## src/design/eelp_pkg.sv

```systemverilog
// shared types and constants of the eit event loop parser
package eelp_pkg;

  // section layout
  localparam int unsigned TableHdrBytes = 6;
  localparam int unsigned EventHdrBytes = 12;
  localparam int unsigned HdrStoreDepth = EventHdrBytes - 1;
  localparam int unsigned HdrCntWidth   = $clog2(EventHdrBytes);
  localparam int unsigned LoopLenWidth  = 12;

  // front to back queue
  localparam int unsigned QueueDepth    = 4;
  localparam int unsigned QueuePtrWidth = $clog2(QueueDepth);
  localparam int unsigned QueueCntWidth = $clog2(QueueDepth + 1);

  // header byte 10 bit positions
  localparam int unsigned FreeCaBit   = 4;
  localparam int unsigned LoopHiWidth = 4;

  typedef enum logic [2:0] {
    PH_SKIP,
    PH_HEADER,
    PH_TAG,
    PH_LEN,
    PH_DATA,
    PH_DISCARD
  } phase_e;

  typedef enum logic [1:0] {
    KIND_EVENT = 2'd0,
    KIND_DESC  = 2'd1,
    KIND_DATA  = 2'd2,
    KIND_END   = 2'd3
  } kind_e;

  typedef struct packed {
    kind_e                   kind;
    logic [15:0]             evt_ident;
    logic [39:0]             start_stamp;
    logic [23:0]             duration;
    logic [2:0]              run_state;
    logic                    free_ca;
    logic [LoopLenWidth-1:0] loop_length;
    logic [7:0]              desc_tag;
    logic [7:0]              desc_length;
    logic [7:0]              payload_byte;
    logic                    final_res;
  } result_t;

  // one classified input byte: an optional main result, then an optional section end
  typedef struct packed {
    logic    has_main;
    logic    has_end;
    result_t main;
  } entry_t;

endpackage

```

## src/design/eelp_ifs.sv

```systemverilog
// valid/ready channel interfaces for input bytes and parsed results
interface eelp_in_if;
  logic       valid;
  logic       ready;
  logic [7:0] data_byte;
  logic       first_byte;
  logic       last_byte;

  modport source (output valid, output data_byte, output first_byte, output last_byte,
                  input ready);
  modport sink (input valid, input data_byte, input first_byte, input last_byte,
                output ready);
endinterface

interface eelp_out_if;
  logic        valid;
  logic        ready;
  logic [1:0]  kind;
  logic [15:0] evt_ident;
  logic [39:0] start_stamp;
  logic [23:0] duration;
  logic [2:0]  run_state;
  logic        free_ca;
  logic [11:0] loop_length;
  logic [7:0]  desc_tag;
  logic [7:0]  desc_length;
  logic [7:0]  payload_byte;
  logic        final_res;

  modport source (output valid, output kind, output evt_ident, output start_stamp,
                  output duration, output run_state, output free_ca,
                  output loop_length, output desc_tag, output desc_length,
                  output payload_byte, output final_res, input ready);
  modport sink (input valid, input kind, input evt_ident, input start_stamp,
                input duration, input run_state, input free_ca,
                input loop_length, input desc_tag, input desc_length,
                input payload_byte, input final_res, output ready);
endinterface

```

## src/design/eelp_front.sv

```systemverilog
// front end: per-byte section parser that classifies each byte into a queue entry
module eelp_front (
  input  logic                  clk_i,
  input  logic                  rst_ni,
  input  logic                  in_valid_i,
  output logic                  in_ready_o,
  input  logic [7:0]            data_byte_i,
  input  logic                  first_byte_i,
  input  logic                  last_byte_i,
  input  logic                  push_ready_i,
  output logic                  push_valid_o,
  output eelp_pkg::entry_t      push_entry_o
);

  eelp_pkg::phase_e                        phase_q, phase_d;
  logic [2:0]                              skip_q, skip_d;
  logic [eelp_pkg::HdrCntWidth-1:0]        hcnt_q, hcnt_d;
  logic [eelp_pkg::LoopLenWidth-1:0]       loop_q, loop_d;
  logic [7:0]                              dleft_q, dleft_d;
  logic [7:0]                              tag_q, tag_d;
  logic [7:0]                              hdr_q [eelp_pkg::HdrStoreDepth];

  eelp_pkg::phase_e                        ph;
  logic [2:0]                              skip_c;
  logic [eelp_pkg::HdrCntWidth-1:0]        hcnt_c;
  logic [eelp_pkg::LoopLenWidth-1:0]       loop_c;
  logic [7:0]                              dleft_c;
  logic [2:0]                              skip_inc;
  logic [eelp_pkg::LoopLenWidth-1:0]       loop_new;
  logic [eelp_pkg::LoopLenWidth:0]         need;
  logic [7:0]                              dleft_dec;
  logic                                    hdr_wr;
  logic                                    accept;
  eelp_pkg::entry_t                        entry;

  assign in_ready_o   = push_ready_i;
  assign accept       = in_valid_i && push_ready_i;
  assign push_valid_o = accept && (entry.has_main || entry.has_end);
  assign push_entry_o = entry;

  // first mark restarts the section parse
  always_comb begin
    ph      = first_byte_i ? eelp_pkg::PH_SKIP : phase_q;
    skip_c  = first_byte_i ? 3'd0 : skip_q;
    hcnt_c  = first_byte_i ? '0 : hcnt_q;
    loop_c  = first_byte_i ? '0 : loop_q;
    dleft_c = first_byte_i ? 8'd0 : dleft_q;
  end

  assign skip_inc  = skip_c + 3'd1;
  assign loop_new  = {hdr_q[eelp_pkg::HdrStoreDepth-1][eelp_pkg::LoopHiWidth-1:0], data_byte_i};
  assign need      = {{(eelp_pkg::LoopLenWidth-7){1'b0}}, data_byte_i} + 13'd2;
  assign dleft_dec = dleft_c - 8'd1;

  // next state and classification
  always_comb begin
    phase_d = ph;
    skip_d  = skip_c;
    hcnt_d  = hcnt_c;
    loop_d  = loop_c;
    dleft_d = dleft_c;
    tag_d   = tag_q;
    hdr_wr  = 1'b0;
    entry   = '0;

    case (ph)
      eelp_pkg::PH_SKIP: begin
        if (skip_inc >= 3'(eelp_pkg::TableHdrBytes)) begin
          skip_d  = 3'd0;
          hcnt_d  = '0;
          phase_d = eelp_pkg::PH_HEADER;
        end else begin
          skip_d = skip_inc;
        end
      end
      eelp_pkg::PH_HEADER: begin
        if (hcnt_c < eelp_pkg::HdrCntWidth'(eelp_pkg::HdrStoreDepth)) begin
          hdr_wr = 1'b1;
          hcnt_d = hcnt_c + 1'b1;
        end else begin
          entry.has_main          = 1'b1;
          entry.main.kind         = eelp_pkg::KIND_EVENT;
          entry.main.evt_ident    = {hdr_q[0], hdr_q[1]};
          entry.main.start_stamp  = {hdr_q[2], hdr_q[3], hdr_q[4], hdr_q[5], hdr_q[6]};
          entry.main.duration     = {hdr_q[7], hdr_q[8], hdr_q[9]};
          entry.main.run_state    = hdr_q[eelp_pkg::HdrStoreDepth-1][7:5];
          entry.main.free_ca      = hdr_q[eelp_pkg::HdrStoreDepth-1][eelp_pkg::FreeCaBit];
          entry.main.loop_length  = loop_new;
          loop_d  = loop_new;
          hcnt_d  = '0;
          phase_d = (loop_new < 12'd2) ? eelp_pkg::PH_HEADER : eelp_pkg::PH_TAG;
        end
      end
      eelp_pkg::PH_TAG: begin
        tag_d   = data_byte_i;
        phase_d = eelp_pkg::PH_LEN;
      end
      eelp_pkg::PH_LEN: begin
        if (need <= {1'b0, loop_c}) begin
          entry.has_main         = 1'b1;
          entry.main.kind        = eelp_pkg::KIND_DESC;
          entry.main.desc_tag    = tag_q;
          entry.main.desc_length = data_byte_i;
          loop_d = loop_c - need[eelp_pkg::LoopLenWidth-1:0];
          if (data_byte_i != 8'd0) begin
            dleft_d = data_byte_i;
            phase_d = eelp_pkg::PH_DATA;
          end else if (loop_d < 12'd2) begin
            hcnt_d  = '0;
            phase_d = eelp_pkg::PH_HEADER;
          end else begin
            phase_d = eelp_pkg::PH_TAG;
          end
        end else begin
          // descriptor overruns the loop: skip its data
          loop_d  = '0;
          dleft_d = data_byte_i;
          if (data_byte_i != 8'd0) begin
            phase_d = eelp_pkg::PH_DISCARD;
          end else begin
            hcnt_d  = '0;
            phase_d = eelp_pkg::PH_HEADER;
          end
        end
      end
      eelp_pkg::PH_DATA: begin
        entry.has_main          = 1'b1;
        entry.main.kind         = eelp_pkg::KIND_DATA;
        entry.main.payload_byte = data_byte_i;
        dleft_d = dleft_dec;
        if (dleft_dec == 8'd0) begin
          if (loop_c < 12'd2) begin
            hcnt_d  = '0;
            phase_d = eelp_pkg::PH_HEADER;
          end else begin
            phase_d = eelp_pkg::PH_TAG;
          end
        end
      end
      eelp_pkg::PH_DISCARD: begin
        dleft_d = dleft_dec;
        if (dleft_dec == 8'd0) begin
          hcnt_d  = '0;
          phase_d = eelp_pkg::PH_HEADER;
        end
      end
      default: begin
        skip_d  = 3'd0;
        phase_d = eelp_pkg::PH_SKIP;
      end
    endcase

    // section end follows any result of the last byte
    if (last_byte_i) begin
      entry.has_end = 1'b1;
      phase_d = eelp_pkg::PH_SKIP;
      skip_d  = 3'd0;
      hcnt_d  = '0;
      loop_d  = '0;
      dleft_d = 8'd0;
    end
    entry.main.final_res = entry.has_main && !entry.has_end;
  end

  // parser state
  always_ff @(posedge clk_i or negedge rst_ni) begin
    if (!rst_ni) begin
      phase_q <= eelp_pkg::PH_SKIP;
      skip_q  <= 3'd0;
      hcnt_q  <= '0;
      loop_q  <= '0;
      dleft_q <= 8'd0;
      tag_q   <= 8'd0;
    end else if (accept) begin
      phase_q <= phase_d;
      skip_q  <= skip_d;
      hcnt_q  <= hcnt_d;
      loop_q  <= loop_d;
      dleft_q <= dleft_d;
      tag_q   <= tag_d;
    end
  end

  // event header byte store
  always_ff @(posedge clk_i) begin
    if (accept && hdr_wr) begin
      hdr_q[hcnt_c] <= data_byte_i;
    end
  end

endmodule

```

## src/design/eelp_queue.sv

```systemverilog
// short register queue between the parser and the result emitter
module eelp_queue (
  input  logic             clk_i,
  input  logic             rst_ni,
  input  logic             push_valid_i,
  output logic             push_ready_o,
  input  eelp_pkg::entry_t push_entry_i,
  output logic             pop_valid_o,
  input  logic             pop_i,
  output eelp_pkg::entry_t pop_entry_o
);

  eelp_pkg::entry_t                    mem_q [eelp_pkg::QueueDepth];
  logic [eelp_pkg::QueuePtrWidth-1:0]  wr_ptr_q, rd_ptr_q;
  logic [eelp_pkg::QueueCntWidth-1:0]  count_q;
  logic                                do_push, do_pop;

  assign push_ready_o = (count_q != eelp_pkg::QueueCntWidth'(eelp_pkg::QueueDepth));
  assign pop_valid_o  = (count_q != '0);
  assign pop_entry_o  = mem_q[rd_ptr_q];
  assign do_push      = push_valid_i && push_ready_o;
  assign do_pop       = pop_i && pop_valid_o;

  // pointers and fill count
  always_ff @(posedge clk_i or negedge rst_ni) begin
    if (!rst_ni) begin
      wr_ptr_q <= '0;
      rd_ptr_q <= '0;
      count_q  <= '0;
    end else begin
      if (do_push) begin
        wr_ptr_q <= wr_ptr_q + 1'b1;
      end
      if (do_pop) begin
        rd_ptr_q <= rd_ptr_q + 1'b1;
      end
      if (do_push && !do_pop) begin
        count_q <= count_q + 1'b1;
      end else if (do_pop && !do_push) begin
        count_q <= count_q - 1'b1;
      end
    end
  end

  // entry storage
  always_ff @(posedge clk_i) begin
    if (do_push) begin
      mem_q[wr_ptr_q] <= push_entry_i;
    end
  end

endmodule

```

## src/design/eelp_back.sv

```systemverilog
// back end: splits queue entries into results and holds them in the output register
module eelp_back (
  input  logic              clk_i,
  input  logic              rst_ni,
  input  logic              pop_valid_i,
  input  eelp_pkg::entry_t  entry_i,
  output logic              pop_o,
  output logic              out_valid_o,
  input  logic              out_ready_i,
  output eelp_pkg::result_t out_res_o
);

  logic              out_valid_q, out_valid_d;
  eelp_pkg::result_t out_q, out_d;
  logic              main_sent_q, main_sent_d;
  logic              load;

  assign load        = !out_valid_q || out_ready_i;
  assign out_valid_o = out_valid_q;
  assign out_res_o   = out_q;

  // pick the next result of the head entry
  always_comb begin
    out_valid_d = out_valid_q;
    out_d       = out_q;
    main_sent_d = main_sent_q;
    pop_o       = 1'b0;
    if (load) begin
      out_valid_d = pop_valid_i;
      if (pop_valid_i) begin
        if (entry_i.has_main && !main_sent_q) begin
          out_d = entry_i.main;
          if (entry_i.has_end) begin
            main_sent_d = 1'b1;
          end else begin
            pop_o = 1'b1;
          end
        end else begin
          out_d           = '0;
          out_d.kind      = eelp_pkg::KIND_END;
          out_d.final_res = 1'b1;
          main_sent_d     = 1'b0;
          pop_o           = 1'b1;
        end
      end
    end
  end

  // output register
  always_ff @(posedge clk_i or negedge rst_ni) begin
    if (!rst_ni) begin
      out_valid_q <= 1'b0;
      main_sent_q <= 1'b0;
    end else begin
      out_valid_q <= out_valid_d;
      main_sent_q <= main_sent_d;
    end
  end

  always_ff @(posedge clk_i) begin
    out_q <= out_d;
  end

endmodule

```

## src/design/eit_event_loop_parser.sv

```systemverilog
// top level of the eit event loop parser
//
//   channel  | direction | payload
//   ---------+-----------+-------------------------------------------------
//   in_i     | sink      | data_byte, first_byte, last_byte
//   out_o    | source    | kind, event fields, desc_tag/length, payload_byte,
//            |           | final_res
//
// one input byte is taken per cycle while the queue has room; a byte that yields a result
// plus the section end occupies the output for two transfers, the result then the end.
// a result passes from its byte's transfer through the queue and then the output
// register, which holds it until the result transfer happens.
// a four-entry queue decouples the parser from the output; input stalls only when it fills.
// reset clears parser state, queue pointers and the output valid; no clearing pass.
module eit_event_loop_parser (
  input  logic       clk_i,
  input  logic       rst_ni,
  eelp_in_if.sink    in_i,
  eelp_out_if.source out_o
);

  logic              push_valid, push_ready;
  eelp_pkg::entry_t  push_entry;
  logic              pop_valid, pop;
  eelp_pkg::entry_t  pop_entry;
  eelp_pkg::result_t res;

  // byte parser
  eelp_front u_front (
    .clk_i        (clk_i),
    .rst_ni       (rst_ni),
    .in_valid_i   (in_i.valid),
    .in_ready_o   (in_i.ready),
    .data_byte_i  (in_i.data_byte),
    .first_byte_i (in_i.first_byte),
    .last_byte_i  (in_i.last_byte),
    .push_ready_i (push_ready),
    .push_valid_o (push_valid),
    .push_entry_o (push_entry)
  );

  // decoupling queue
  eelp_queue u_queue (
    .clk_i        (clk_i),
    .rst_ni       (rst_ni),
    .push_valid_i (push_valid),
    .push_ready_o (push_ready),
    .push_entry_i (push_entry),
    .pop_valid_o  (pop_valid),
    .pop_i        (pop),
    .pop_entry_o  (pop_entry)
  );

  // result emitter
  eelp_back u_back (
    .clk_i       (clk_i),
    .rst_ni      (rst_ni),
    .pop_valid_i (pop_valid),
    .entry_i     (pop_entry),
    .pop_o       (pop),
    .out_valid_o (out_o.valid),
    .out_ready_i (out_o.ready),
    .out_res_o   (res)
  );

  assign out_o.kind         = res.kind;
  assign out_o.evt_ident    = res.evt_ident;
  assign out_o.start_stamp  = res.start_stamp;
  assign out_o.duration     = res.duration;
  assign out_o.run_state    = res.run_state;
  assign out_o.free_ca      = res.free_ca;
  assign out_o.loop_length  = res.loop_length;
  assign out_o.desc_tag     = res.desc_tag;
  assign out_o.desc_length  = res.desc_length;
  assign out_o.payload_byte = res.payload_byte;
  assign out_o.final_res    = res.final_res;

endmodule
```

## src/flat_wrapper.sv

```systemverilog
// flat-port wrapper written by rule: the top's interface ports become plain ports
module eit_event_loop_parser_flat 
  (clk_i, rst_ni, in_i_valid, in_i_data_byte, in_i_first_byte, in_i_last_byte, in_i_ready, out_o_valid, out_o_kind, out_o_evt_ident, out_o_start_stamp, out_o_duration, out_o_run_state, out_o_free_ca, out_o_loop_length, out_o_desc_tag, out_o_desc_length, out_o_payload_byte, out_o_final_res, out_o_ready);
  eelp_in_if in_i_i ();
  eelp_out_if out_o_i ();
  input  logic clk_i;
  input  logic rst_ni;
  input wire logic [$bits(in_i_i.valid)-1:0] in_i_valid;
  input wire logic [$bits(in_i_i.data_byte)-1:0] in_i_data_byte;
  input wire logic [$bits(in_i_i.first_byte)-1:0] in_i_first_byte;
  input wire logic [$bits(in_i_i.last_byte)-1:0] in_i_last_byte;
  output wire logic [$bits(in_i_i.ready)-1:0] in_i_ready;
  output wire logic [$bits(out_o_i.valid)-1:0] out_o_valid;
  output wire logic [$bits(out_o_i.kind)-1:0] out_o_kind;
  output wire logic [$bits(out_o_i.evt_ident)-1:0] out_o_evt_ident;
  output wire logic [$bits(out_o_i.start_stamp)-1:0] out_o_start_stamp;
  output wire logic [$bits(out_o_i.duration)-1:0] out_o_duration;
  output wire logic [$bits(out_o_i.run_state)-1:0] out_o_run_state;
  output wire logic [$bits(out_o_i.free_ca)-1:0] out_o_free_ca;
  output wire logic [$bits(out_o_i.loop_length)-1:0] out_o_loop_length;
  output wire logic [$bits(out_o_i.desc_tag)-1:0] out_o_desc_tag;
  output wire logic [$bits(out_o_i.desc_length)-1:0] out_o_desc_length;
  output wire logic [$bits(out_o_i.payload_byte)-1:0] out_o_payload_byte;
  output wire logic [$bits(out_o_i.final_res)-1:0] out_o_final_res;
  input wire logic [$bits(out_o_i.ready)-1:0] out_o_ready;
  assign in_i_i.valid = in_i_valid;
  assign in_i_i.data_byte = in_i_data_byte;
  assign in_i_i.first_byte = in_i_first_byte;
  assign in_i_i.last_byte = in_i_last_byte;
  assign in_i_ready = in_i_i.ready;
  assign out_o_valid = out_o_i.valid;
  assign out_o_kind = out_o_i.kind;
  assign out_o_evt_ident = out_o_i.evt_ident;
  assign out_o_start_stamp = out_o_i.start_stamp;
  assign out_o_duration = out_o_i.duration;
  assign out_o_run_state = out_o_i.run_state;
  assign out_o_free_ca = out_o_i.free_ca;
  assign out_o_loop_length = out_o_i.loop_length;
  assign out_o_desc_tag = out_o_i.desc_tag;
  assign out_o_desc_length = out_o_i.desc_length;
  assign out_o_payload_byte = out_o_i.payload_byte;
  assign out_o_final_res = out_o_i.final_res;
  assign out_o_i.ready = out_o_ready;
  eit_event_loop_parser u_core (.clk_i(clk_i), .rst_ni(rst_ni), .in_i(in_i_i), .out_o(out_o_i));
endmodule
```

## config.mk

```make
export PLATFORM = sky130hd
export DESIGN_NAME = eit_event_loop_parser_flat
export DESIGN_NICKNAME = d
export VERILOG_FILES = /design/src/design/eelp_pkg.sv /design/src/design/eelp_ifs.sv /design/src/design/eelp_front.sv /design/src/design/eelp_queue.sv /design/src/design/eelp_back.sv /design/src/design/eit_event_loop_parser.sv /design/src/flat_wrapper.sv
export SDC_FILE = /design/constraint.sdc
export NUM_CORES = 1
export LEC_CHECK = 0
export BUFFER_PORTS_ARGS = -buffer_cell sky130_fd_sc_hd__buf_2
export CAP_MARGIN = 20
export CORE_ASPECT_RATIO = 0.9
export CORE_MARGIN = 2
export CORE_UTILIZATION = 39
export CTS_CLUSTER_DIAMETER = 40
export DETAILED_ROUTE_END_ITERATION = 16
export MAX_ROUTING_LAYER = met4
export PLACE_DENSITY = 0.59
export SYNTH_ARGS = -nofsm -noshare
export SYNTH_HDL_FRONTEND = slang
export SYNTH_SLANG_ARGS = --single-unit
```

## constraint.sdc

```tcl
create_clock -name clk_i -period 9.9 [get_ports clk_i]
set_input_delay 0.495 -clock clk_i [delete_from_list [all_inputs] [get_ports clk_i]]
set_output_delay 0.495 -clock clk_i [all_outputs]
set_load 0.1 [all_outputs]
```

# Word level (Yosys, flattened, before mapping)
# Memory sizes are Yosys's and may differ from the RTL's.
# Cells that the tools add are included.
# op_classes
addsub	9
mul	0
div	0
magnitude_cmp	6
eq_ne	7
shift	0
mux	64
bitwise_logic	0
reduce_logical	26
# ops
op	count
two-way mux 96 bit	2
two-way mux 12 bit	4
two-way mux 4 bit	11
two-way mux 3 bit	14
two-way mux 8 bit	5
< comparator 12 x 2 -> 1 bit, second input constant	3
two-way mux 16 bit	2
one-hot mux 12 bit (2 select lines)	1
one-hot mux 4 bit (5 select lines)	1
one-hot mux 3 bit (6 select lines)	1
two-way mux 1 bit	16
one-hot mux 8 bit (2 select lines)	1
<= comparator 9 x 12 -> 1 bit	1
subtractor 12 x 9 -> 12 bit	1
adder 8 x 2 -> 9 bit, second input constant	1
logical AND 1 bit	9
zero test 8 bit	1
nonzero test 8 bit	1
subtractor 8 x 1 -> 8 bit, second input constant	1
adder 3 x 1 -> 3 bit, second input constant	2
equality test 3 x 2 -> 1 bit, second input constant	2
equality test 3 bit, second input constant	2
two-way mux 2 bit	3
one-hot mux 2 bit (3 select lines)	1
other kinds (19)	26
# word_totals
regBits	170
latchBits	0
mem_bits_rw	588
rom_bits	0
inputBits	14
output_inout_bits	125
elab_cells	136
n_memories	2
# memory_table
name	depth	width	rd	rd_ports_with_merged_regs	write_ports	line	rtl
u_core.u_queue.mem_q	4	125	1	0	1	eelp_queue.sv:13	eelp_pkg::entry_t mem_q [eelp_pkg::QueueDepth];
u_core.u_front.hdr_q	11	8	11	0	1	eelp_front.sv:21	logic [7:0] hdr_q [eelp_pkg::HdrStoreDepth];

# Longest topological paths before layout
# Gate-level depths: netlist of the first run.
# logic_depth
word_depth	11
ltp_mapped	21
mapped_depth_nobuf	19

# Cells and area by module
# From an unflattened synthesis of the first run, not the netlist that was laid out.
# unflattened
cells_unflattened	1641
area_unflattened_um2	29995.0
# by_module_without_submodules
module	instances	cells_each	area_per_inst_um2	seq_area_each_um2
eelp_queue	1	688	18401.4	15189.6
eelp_front	1	683	6916.6	3593.4
eelp_back	1	270	4677.0	3743.6

# Least setup slack after synthesis of the first run
# Ideal clock, no wire load.
# synth_path
path_kind	register to register
from	register u_core.u_back.out_valid_q, in the netlist u_core.u_back.out_valid_o
to	register u_core.u_queue.count_q[1] in the netlist's numbering
setup_time_ps	125
t_arrival_ps	9760
t_required_ps	9775
slack_ps	16
path_stages_with_launch	7
n_path_buf	0
period_less_slack_ps	9884
path_cell_list	dfrtp_1 -> a21oi_1 -> o21ai_0 -> ha_1 -> inv_1 -> fa_1 -> mux2_2
# synth_between
elab_chain_cells	7
elab_cells_between_ends	9
classes_between	2 x mux; 7 x reduce/logical
# synth_rtl
item	line	rtl
start: declaration	eelp_back.sv:13	logic out_valid_q, out_valid_d;
start signal: assignment	eelp_back.sv:55	out_valid_q <= out_valid_d;
zero test 1 bit *	eelp_back.sv:18	assign load = !out_valid_q || out_ready_i;
logical OR 1 bit *	eelp_back.sv:18	
two-way mux 1 bit *	eelp_back.sv:28	if (load) begin
logical AND 1 bit *	eelp_queue.sv:22	assign do_pop = pop_i && pop_valid_o;
zero test 1 bit	eelp_queue.sv:37	if (do_push && !do_pop) begin
logical AND 1 bit	eelp_queue.sv:37	
two-way mux 3 bit / nonzero test 2 bit (equally long branches)	-	
end signal: assignment	eelp_queue.sv:38	count_q <= count_q + 1'b1;
end signal: assignment	eelp_queue.sv:40	count_q <= count_q - 1'b1;
end: declaration	eelp_queue.sv:15	logic [eelp_pkg::QueueCntWidth-1:0] count_q;
# Mark *: on every way between the ends. The rest lies on a longest branch, timed or not.
# A chain may end at the register's enable or synchronous reset.

==> results.yml, run 1 <==
clock_network:
  cts_resized: 0
  cts_root_buffer: "clkbuf_16"
  clk_path_buf_depth: 3
  clk_pin_slew_worst_paths_ns: 0.05
  post-cts-setup-buffers: 0
  clk_latency_ns: 0.67
  htree_num_levels: 3
  numCtsBuffers: 108
  cts.sinks: 758
  cts_tree: "yes"
  postCtsHoldBufs: 1
placement:
  pre_cts_slack_ns: 3.490
  hpwlAfterDp_mm: 36.48
  gp_congestion: 0.8455
  placed_area_mm2: 0.03160
  placed_cells: 2708
  portBuffers: 138
grt:
  antenna_found_initial: 3
  grt_start_max_net_pins: 97
  gr-total-overflow: 0
  track_usage: 0.1697
  grt_pass1_vias: 15810
  grt_pass1_wl_mm: 97.17
setup_path:
  r2r_slack_ns: 4.59
  critPathMaxFanout: 67
  reg2reg_depth: 14
  timing.rr.end: "u_core.u_queue.mem_q[1][60]"
  crit-reg2reg-launch: "u_core.u_front.loop_q[0]"
  crit_arrival_ns: 5.88
  path_class: "input port to flip-flop"
  path_cells: "buf_2 -> buf_4 -> inv_1 -> nand2_1 -> ha_1 -> fa_1 -> nor2b_1 -> o31a_1 -> o22a_1 -> o21ai_2 -> nand2_1 -> nand2_2 -> inv_2 -> or3_1 -> o21a_2 -> and2_4 -> buf_4"
  cp_slowest_cell: "buf_4"
  cp.required_ns: 10.14
  end_kind: "flip-flop"
  start_kind: "input port"
  cpPeakStageDelay_ns: 0.95
timing:
  rsz0062_at_grt: "false"
  worst_clock_skew_ns: 0.04822
  max_freq_mhz: 177.5
  finalCritPeriodShare: 0.5692
  tns_ns: 0
  finalMaxSlewViolations: 0
  fin_crit_ns: 5.635
  worst_pin_slew_ns: 1.111
  slew_headroom: 0.2593
  setup_slack_ns: 4.265
  hold_violations: 0
  setup_viol: 0
finish:
  fin_cells: 2914
  final_common_cell: "edfxtp_1"
  final_cell_mix: "edfxtp_1, buf_2, nor2b_1, mux4_2, clkbuf_16"
  fin_nets: 1829
  stdcell_area_mm2: 0.03532
  nFillCells: 6393
  drive_gt1_frac: 0.2682
  area_growth_syn_to_layout_pct: 18.83
worst_hold_path:
  worstHoldEndpoint: "u_core.u_back.out_valid_o"
  min_path_type: "input port to flip-flop"
  worstHoldStart: "out_o_ready"
  whs_path_depth: 2
synthesis:
  synth_cell_types: 66
  ys_seq_area_frac: 0.7578
  synth_warnings: 0
  synth_edf_count: 711
  synth.net_count: 1640
  async_reset_ff_frac: 0.06201
  syn_inst: 1601
  synthFlopType: "edfxtp_1"
  yosysTopAreaCellShare: 0.7183
  ys_ff_latch: 758
  synthTopCellsByArea: "edfxtp_1, mux4_2, dfrtp_1, nor2b_1, and3_1"
  syn_area_per_cell_um2: 18.57
  synth_area_mm2: 0.02972
  synth_area_leader_cell: "edfxtp_1"
route:
  drtPass1Iterations: 6
  wl_per_cell_um: 21.92
  vias: 14970
  drt_iter0_drc: 1133
  met2RoutedLength_mm: 31.18
  vias_per_cell: 5.137
  wl_mm: 63.89
  wl_met1_mm: 28.31
  wl_met3_mm: 2.996
  drc: 0
  antenna_left: 0
  highest_layer: "met4"
floorplan:
  initial_core_util: 0.3922
  die_h_um: 265.9
  rows: 96
  die_w_um: 295.0
  ioPinCount: 139
  core_area_mm2: 0.07579
  dieArea_mm2: 0.07844
power:
  seqPwrFrac: 0.368
  switching_share: 0.3560
  p_switching_mw: 3.954
  p_total_mw: 11.11
  vdd_drop_max_uv: 189.4
  p_clk_frac: 0.346
  internal_power_mw: 7.153
  power_density_mw_per_mm2: 314.4
  p_leak_nw: 12.91
  combinationalPowerShare: 0.286
job:
  drv_cap: 0
run_status:
  status: "complete, no violations"
[power by group through the flow]
| stage | logic (mW) | registers, mW | clock network, mW |
|---|---|---|---|
| after floorplan | 1.14 | 5.63 | 0 |
| after global placement | 3.24 | 4.16 | 0 |
| after detailed placement | 3.24 | 4.16 | 0 |
| after CTS | 3.25 | 4.10 | 3.91 |
| after global routing | 3.33 | 4.13 | 4.05 |
| final | 3.17 | 4.09 | 3.84 |
[Yosys cell counts, drive strengths merged (2+ instances only)]
| cell type | instances |
|---|---|
| ha | 23 |
| dfrtp | 47 |
| o31a | 3 |
| nor3b | 2 |
| mux4 | 125 |
| o211ai | 3 |
| nand3 | 17 |
| a21oi | 29 |
| nor2 | 32 |
| a21boi | 2 |
| nor3 | 9 |
| a22o | 12 |
| o31ai | 7 |
| a22oi | 2 |
| o21bai | 7 |
| o21ai | 36 |
| or4 | 3 |
| a221oi | 3 |
| or2 | 4 |
| xor2 | 9 |
| nor4 | 8 |
| nor2b | 134 |
| mux2 | 8 |
| xnor2 | 12 |
| fa | 2 |
| o22ai | 4 |
| a21o | 3 |
| nand2b | 4 |
| clkbuf | 58 |
| buf | 25 |
| a31oi | 9 |
| o221ai | 3 |
| nand2 | 55 |
| mux2i | 3 |
| edfxtp | 711 |
| inv | 26 |
| o21a | 8 |
| and2 | 42 |
| and3 | 100 |
[stage by stage]
stage	hold WS, ns	util
2_1_floorplan	0.1994	-
3_3_place_gp	0.4768	0.4166
3_5_place_dp	0.4804	0.4170
4_1_cts	0.04610	0.4660
5_1_grt	0.09423	0.4660
6_report	0.06872	0.4660
[layer usage]
layer,up-vias,track usage
met5,-,-
met4,0,0.05529
met3,108,0.02953
met2,377,0.2702
met1,7767,0.2225
li1,6718,-
[logic make-up (layout without fill, tap and decap cells)]
family                   after synthesis  in the layout  share of synthesized area
AO/OA/AOI/OAI                        138            138                    0.03073
XOR/XNOR                              21             21                   0.006188
adder cells (fa/ha/maj)               25             25                    0.01103
buffers and inverters                109            391                    0.01477
flip-flops                           758            758                     0.7578
multiplexers                         136            136                    0.09875
other                                  0              2                          0
AND/OR/NAND/NOR                      414            414                    0.08069
[area by class of cell]
| class | instances | area [um2] | share of cell area |
|---|---|---|---|
| Tap cell | 1029 | 1287 | 0.03645 |
| Clock inverter | 85 | 922.1 | 0.02611 |
| Clock buffer | 118 | 2783 | 0.07878 |
| Timing Repair Buffer | 162 | 893.4 | 0.02529 |
| Sequential cell | 758 | 22530 | 0.6380 |
| Multi-Input combinational cell | 734 | 6800 | 0.1925 |
| Inverter | 26 | 97.59 | 0.002763 |
| Antenna cell | 2 | 5.005 | 0.0001417 |
[worst max-delay path: cells and delay by family]
kind / cells / cell delay [ns]
buffers and inverters: 5 / 2.13
AND/OR/NAND/NOR: 6 / 1.63
AO/OA/AOI/OAI: 4 / 0.84
adder cells (fa/ha/maj): 2 / 0.68
[flip-flops by register name, indices dropped and copies added, names as in the netlist, 4 cells and up]
name / count
u_core.u_queue.mem_q: 500
u_core.u_front.tag_q: 8
u_core.u_front.hdr_q: 88
u_core.u_front.hcnt_q: 4
u_core.u_back.out_res_o: 123
u_core.u_front.dleft_q: 8
u_core.u_front.loop_q: 12
[worst max path at each step]
stage | start | endpoint | cells after the start
3_5_place_dp | in_i_first_byte | u_core.u_queue.mem_q[1][33] | 17
2_1_floorplan | u_core.u_back.out_valid_o | u_core.u_queue.count_q[1] | 6
4_1_cts | in_i_first_byte | u_core.u_queue.mem_q[1][67] | 17
5_1_grt | in_i_first_byte | u_core.u_queue.mem_q[1][60] | 17
6_report | in_i_first_byte | u_core.u_queue.mem_q[1][60] | 17
3_3_place_gp | in_i_first_byte | u_core.u_queue.mem_q[1][43] | 17
No activity file was read; power rests on OpenSTA's default activity.
==> run 2, diff against run 1 <==
- ABC_AREA: not set -> 1
- PLACE_DENSITY: 0.59 -> 0.57
- clock period: 9.9 -> 5.4 ns (I/O delays scaled with it)
==> run 2 against run 1 <==
Net effect:
- clock power is 86% higher
- count of clock-buffer cells in the layout is 9 higher
- setup slack worse by 3.3 ns
- combinational power is 130% higher
- routed wire length is 19% higher
- clock skew is 0.028 ns higher
- critical path depth is 6 higher
- sequential power is 93% higher
- non-clock buffer count is 16 higher
- total power is 100% higher
- core utilization hardly changed
==> results.yml, run 2 <==
route:
  vias: 19450
  vias_per_cell: 5.063
  drc: 0
  wl_per_cell_um: 19.81
  wl_mm: 76.11
  drtPass1Iterations: 6
  drt_iter0_drc: 1749
  antenna_left: 0
placement:
  portBuffers: 138
  hpwlAfterDp_mm: 44.38
  pre_cts_slack_ns: 0.9084
  gp_congestion: 0.8399
power:
  power_density_mw_per_mm2: 616.3
  p_leak_nw: 13.01
  vdd_drop_max_uv: 558.7
synthesis:
  syn_inst: 2554
  synth_area_leader_cell: "edfxtp_1"
  synth.area.mux_share: 0.0003693
  synth_fa_ha_area_frac: 0.01075
  async_reset_ff_frac: 0.06201
  synthSimpleGateAreaFrac: 0.1347
  ys_seq_area_frac: 0.7388
  synth_warnings: 0
  synth.net_count: 2593
  synth_common_cells: "edfxtp_1, nor2_1, o21ai_0"
  synth_compound_area_frac: 0.07899
  synthFlopType: "edfxtp_1"
  synthTopCellsByArea: "edfxtp_1, nor2_1, o21ai_0, dfrtp_1, nand2_1"
  yosysTopAreaCellShare: 0.7002
  syn_area_per_cell_um2: 11.94
  synth_top_family_by_area: "simple AND/OR/NAND/NOR gates"
  synth_edf_count: 711
  synth_area_mm2: 0.03049
  synth_xor_area_frac: 0.003734
  yosysMostFrequentCell: "edfxtp_1"
  ys_ff_latch: 758
  synth_cell_types: 39
setup_path:
  reg2reg_depth: 23
  end_kind: "flip-flop"
  cp_slowest_cell: "dlygate4sd3_1"
  path_class: "input port to flip-flop"
  critPathBufInv: 6
  path_cells: "dlygate4sd3_1 -> buf_2 -> inv_1 -> nor3_1 -> nand2_1 -> xor2_1 -> ha_1 -> nand2_1 -> inv_1 -> nand3_1 -> nor3_1 -> o21ai_2 -> nand2_2 -> nand2_4 -> nand4_1 -> nand2_2 -> inv_2 -> ha_1 -> inv_1 -> fa_1 -> a21oi_1 -> o21ai_0 -> xnor2_1"
  cp_top_family: "simple AND/OR/NAND/NOR gates"
  cpPeakStageDelay_ns: 0.52
  critPathMaxFanout: 25
  cp.required_ns: 5.91
  r2r_slack_ns: 1.62
  timing.rr.end: "u_core.u_queue.count_q[2]"
  crit_arrival_ns: 4.91
  start_kind: "input port"
  critical_path.most_common_cell: "inv_1"
  crit-reg2reg-launch: "u_core.u_front.loop_q[1]"
worst_hold_path:
  worstHoldStart: "in_i_data_byte[4]"
  min_path_type: "input port to flip-flop"
  whs_path_depth: 1
  worstHoldEndpoint: "u_core.u_front.hdr_q[3][4]"
clock_network:
  numCtsBuffers: 106
  cts_tree: "yes"
  cts_root_buffer: "clkbuf_16"
  clk_path_buf_depth: 3
  cts.sinks: 758
  clk_latency_ns: 0.69
  htree_num_levels: 3
  clk_pin_slew_worst_paths_ns: 0.05
  post-cts-setup-buffers: 0
timing:
  tns_ns: 0
  hold_violations: 0
  slew_headroom: 0.2560
  setup_slack_ns: 1.002
  worst_pin_slew_ns: 1.116
  rsz0062_at_grt: "false"
  finalCritPeriodShare: 0.8145
  worst_clock_skew_ns: 0.07605
  setup_viol: 0
  finalMaxSlewViolations: 0
  fin_crit_ns: 4.398
  max_freq_mhz: 227.4
grt:
  antenna_found_initial: 1
  grt_pass1_wl_mm: 116.6
  grt_pass1_vias: 18870
  gr-total-overflow: 0
  grt_start_max_net_pins: 197
  track_usage: 0.1942
floorplan:
  die_h_um: 269.3
  core_area_mm2: 0.07767
  initial_core_util: 0.3925
  dieArea_mm2: 0.08044
  rows: 97
  ioPinCount: 139
  die_w_um: 298.7
finish:
  area_growth_syn_to_layout_pct: 18.71
  fin_nets: 2752
  drive_gt1_frac: 0.1399
  antennaDiodeCount: 0
  final_common_cell: "edfxtp_1"
  multiInputGateArea_mm2: 0.007018
  final_cell_mix: "edfxtp_1, nor2_1, o21ai_0, nand2_1, a21oi_1"
  nFillCells: 6967
  regMostFlops: "u_core.u_queue.mem_q"
  largest_register_ffs: 500
  ff_latch_area_mm2: 0.02253
job:
  drv_cap: 0
run_status:
  status: "complete, no violations"
-- run 2: cell count changes after synthesis, sizes merged, moves of 115 or more --
cell	before	now
nor2b	134	0
nand2	55	260
mux4	125	0
a21oi	29	144
nor2	32	696
o21ai	36	310
-- run 2: kinds of logic (layout without fill, tap and decap cells) --
group | count (synthesis) | in the layout
AOI/OAI and AO/OA | 473 | 473
xor gates and xnor gates | 13 | 13
adders and majority gates | 25 | 25
buffers and inverters | 249 | 498
DFF | 758 | 758
muxes | 1 | 1
and+or+nand+nor | 1035 | 1035
-- run 2: timing repair --
item	4_1_cts	5_1_grt
gates resized for setup	0	0
hold buffers	4	0
endpoints found under the hold margin	61	0
-- run 2: worst max path at each step --
stage / from / depth (start not counted) / endpoint / slack (ns)
2_1_floorplan: in_i_data_byte[1] / 15 / u_core.u_queue.mem_q[0][0] / -0.49
3_3_place_gp: in_i_data_byte[2] / 22 / u_core.u_queue.count_q[2] / 0.85
3_5_place_dp: in_i_data_byte[2] / 22 / u_core.u_queue.count_q[2] / 0.91
4_1_cts: in_i_data_byte[2] / 23 / u_core.u_queue.count_q[2] / 1.02
5_1_grt: in_i_data_byte[2] / 23 / u_core.u_queue.count_q[2] / 0.60
6_report: in_i_data_byte[2] / 23 / u_core.u_queue.count_q[2] / 1.00
-- run 2: metal layers --
metal | wire length, um | global-route usage | vias to the layer above | share of wire
met5 | 0 | - | - | 0
met4 | 1372 | 0.04618 | 0 | 0.018
met3 | 3533 | 0.03094 | 97 | 0.046
met2 | 36730 | 0.3091 | 490 | 0.48
met1 | 34470 | 0.2626 | 9657 | 0.45
li1 | - | - | 9208 | -
-- run 2: power breakdown --
group	total, mW	leakage, nW	switching [mW]	internal (mW)
logic	7.27	3.83	6.03	1.24
registers	7.89	7.37	0.372	7.52
clock network	7.14	1.81	2.63	4.52
total	22.3	13.0	9.03	13.3
-- run 2: final cells by class --
type / instances / area share
tap: 1039 / 0.03592
inverter: 122 / 0.01307
multi-input combinational: 1547 / 0.1939
clock inverter: 71 / 0.02700
sequential: 758 / 0.6226
timing repair buffer: 178 / 0.03097
clock buffer: 127 / 0.07660
-- run 2: per-stage QoR --
| stage | power, mW | hold slack (ns) | cell area [um2] | std cells | utilization |
|---|---|---|---|---|---|
| floorplan | 13.66 | -0.02559 | 30510 | 2554 | - |
| global placement | 15.24 | 0.4333 | 32380 | 3639 | 0.4168 |
| detailed placement | 15.37 | 0.4354 | 32410 | 3640 | 0.4172 |
| CTS | 22.56 | 0.001082 | 36200 | 3842 | 0.4660 |
| global route | 23.31 | 0.02555 | 36200 | 3842 | 0.4660 |
| finish | 22.31 | 0.05333 | 36200 | 3842 | 0.4660 |
-- run 2: worst register-to-register path: stages (launching register included) --
cell and delay [ns]:
dfrtp_1 0.32, inv_1 0.06, nor2_1 0.20, inv_1 0.11, fa_1 0.41, inv_1 0.10
nand2_1 0.05, nand2_1 0.10, nand3_2 0.09, nand2_2 0.10, nand2_2 0.06, nand2_2 0.07
o21ai_2 0.05, nand2_2 0.16, nand2_4 0.21, nand4_1 0.17, nand2_2 0.19, inv_2 0.15
ha_1 0.15, inv_1 0.07, fa_1 0.39, a21oi_1 0.15, o21ai_0 0.12, xnor2_1 0.14
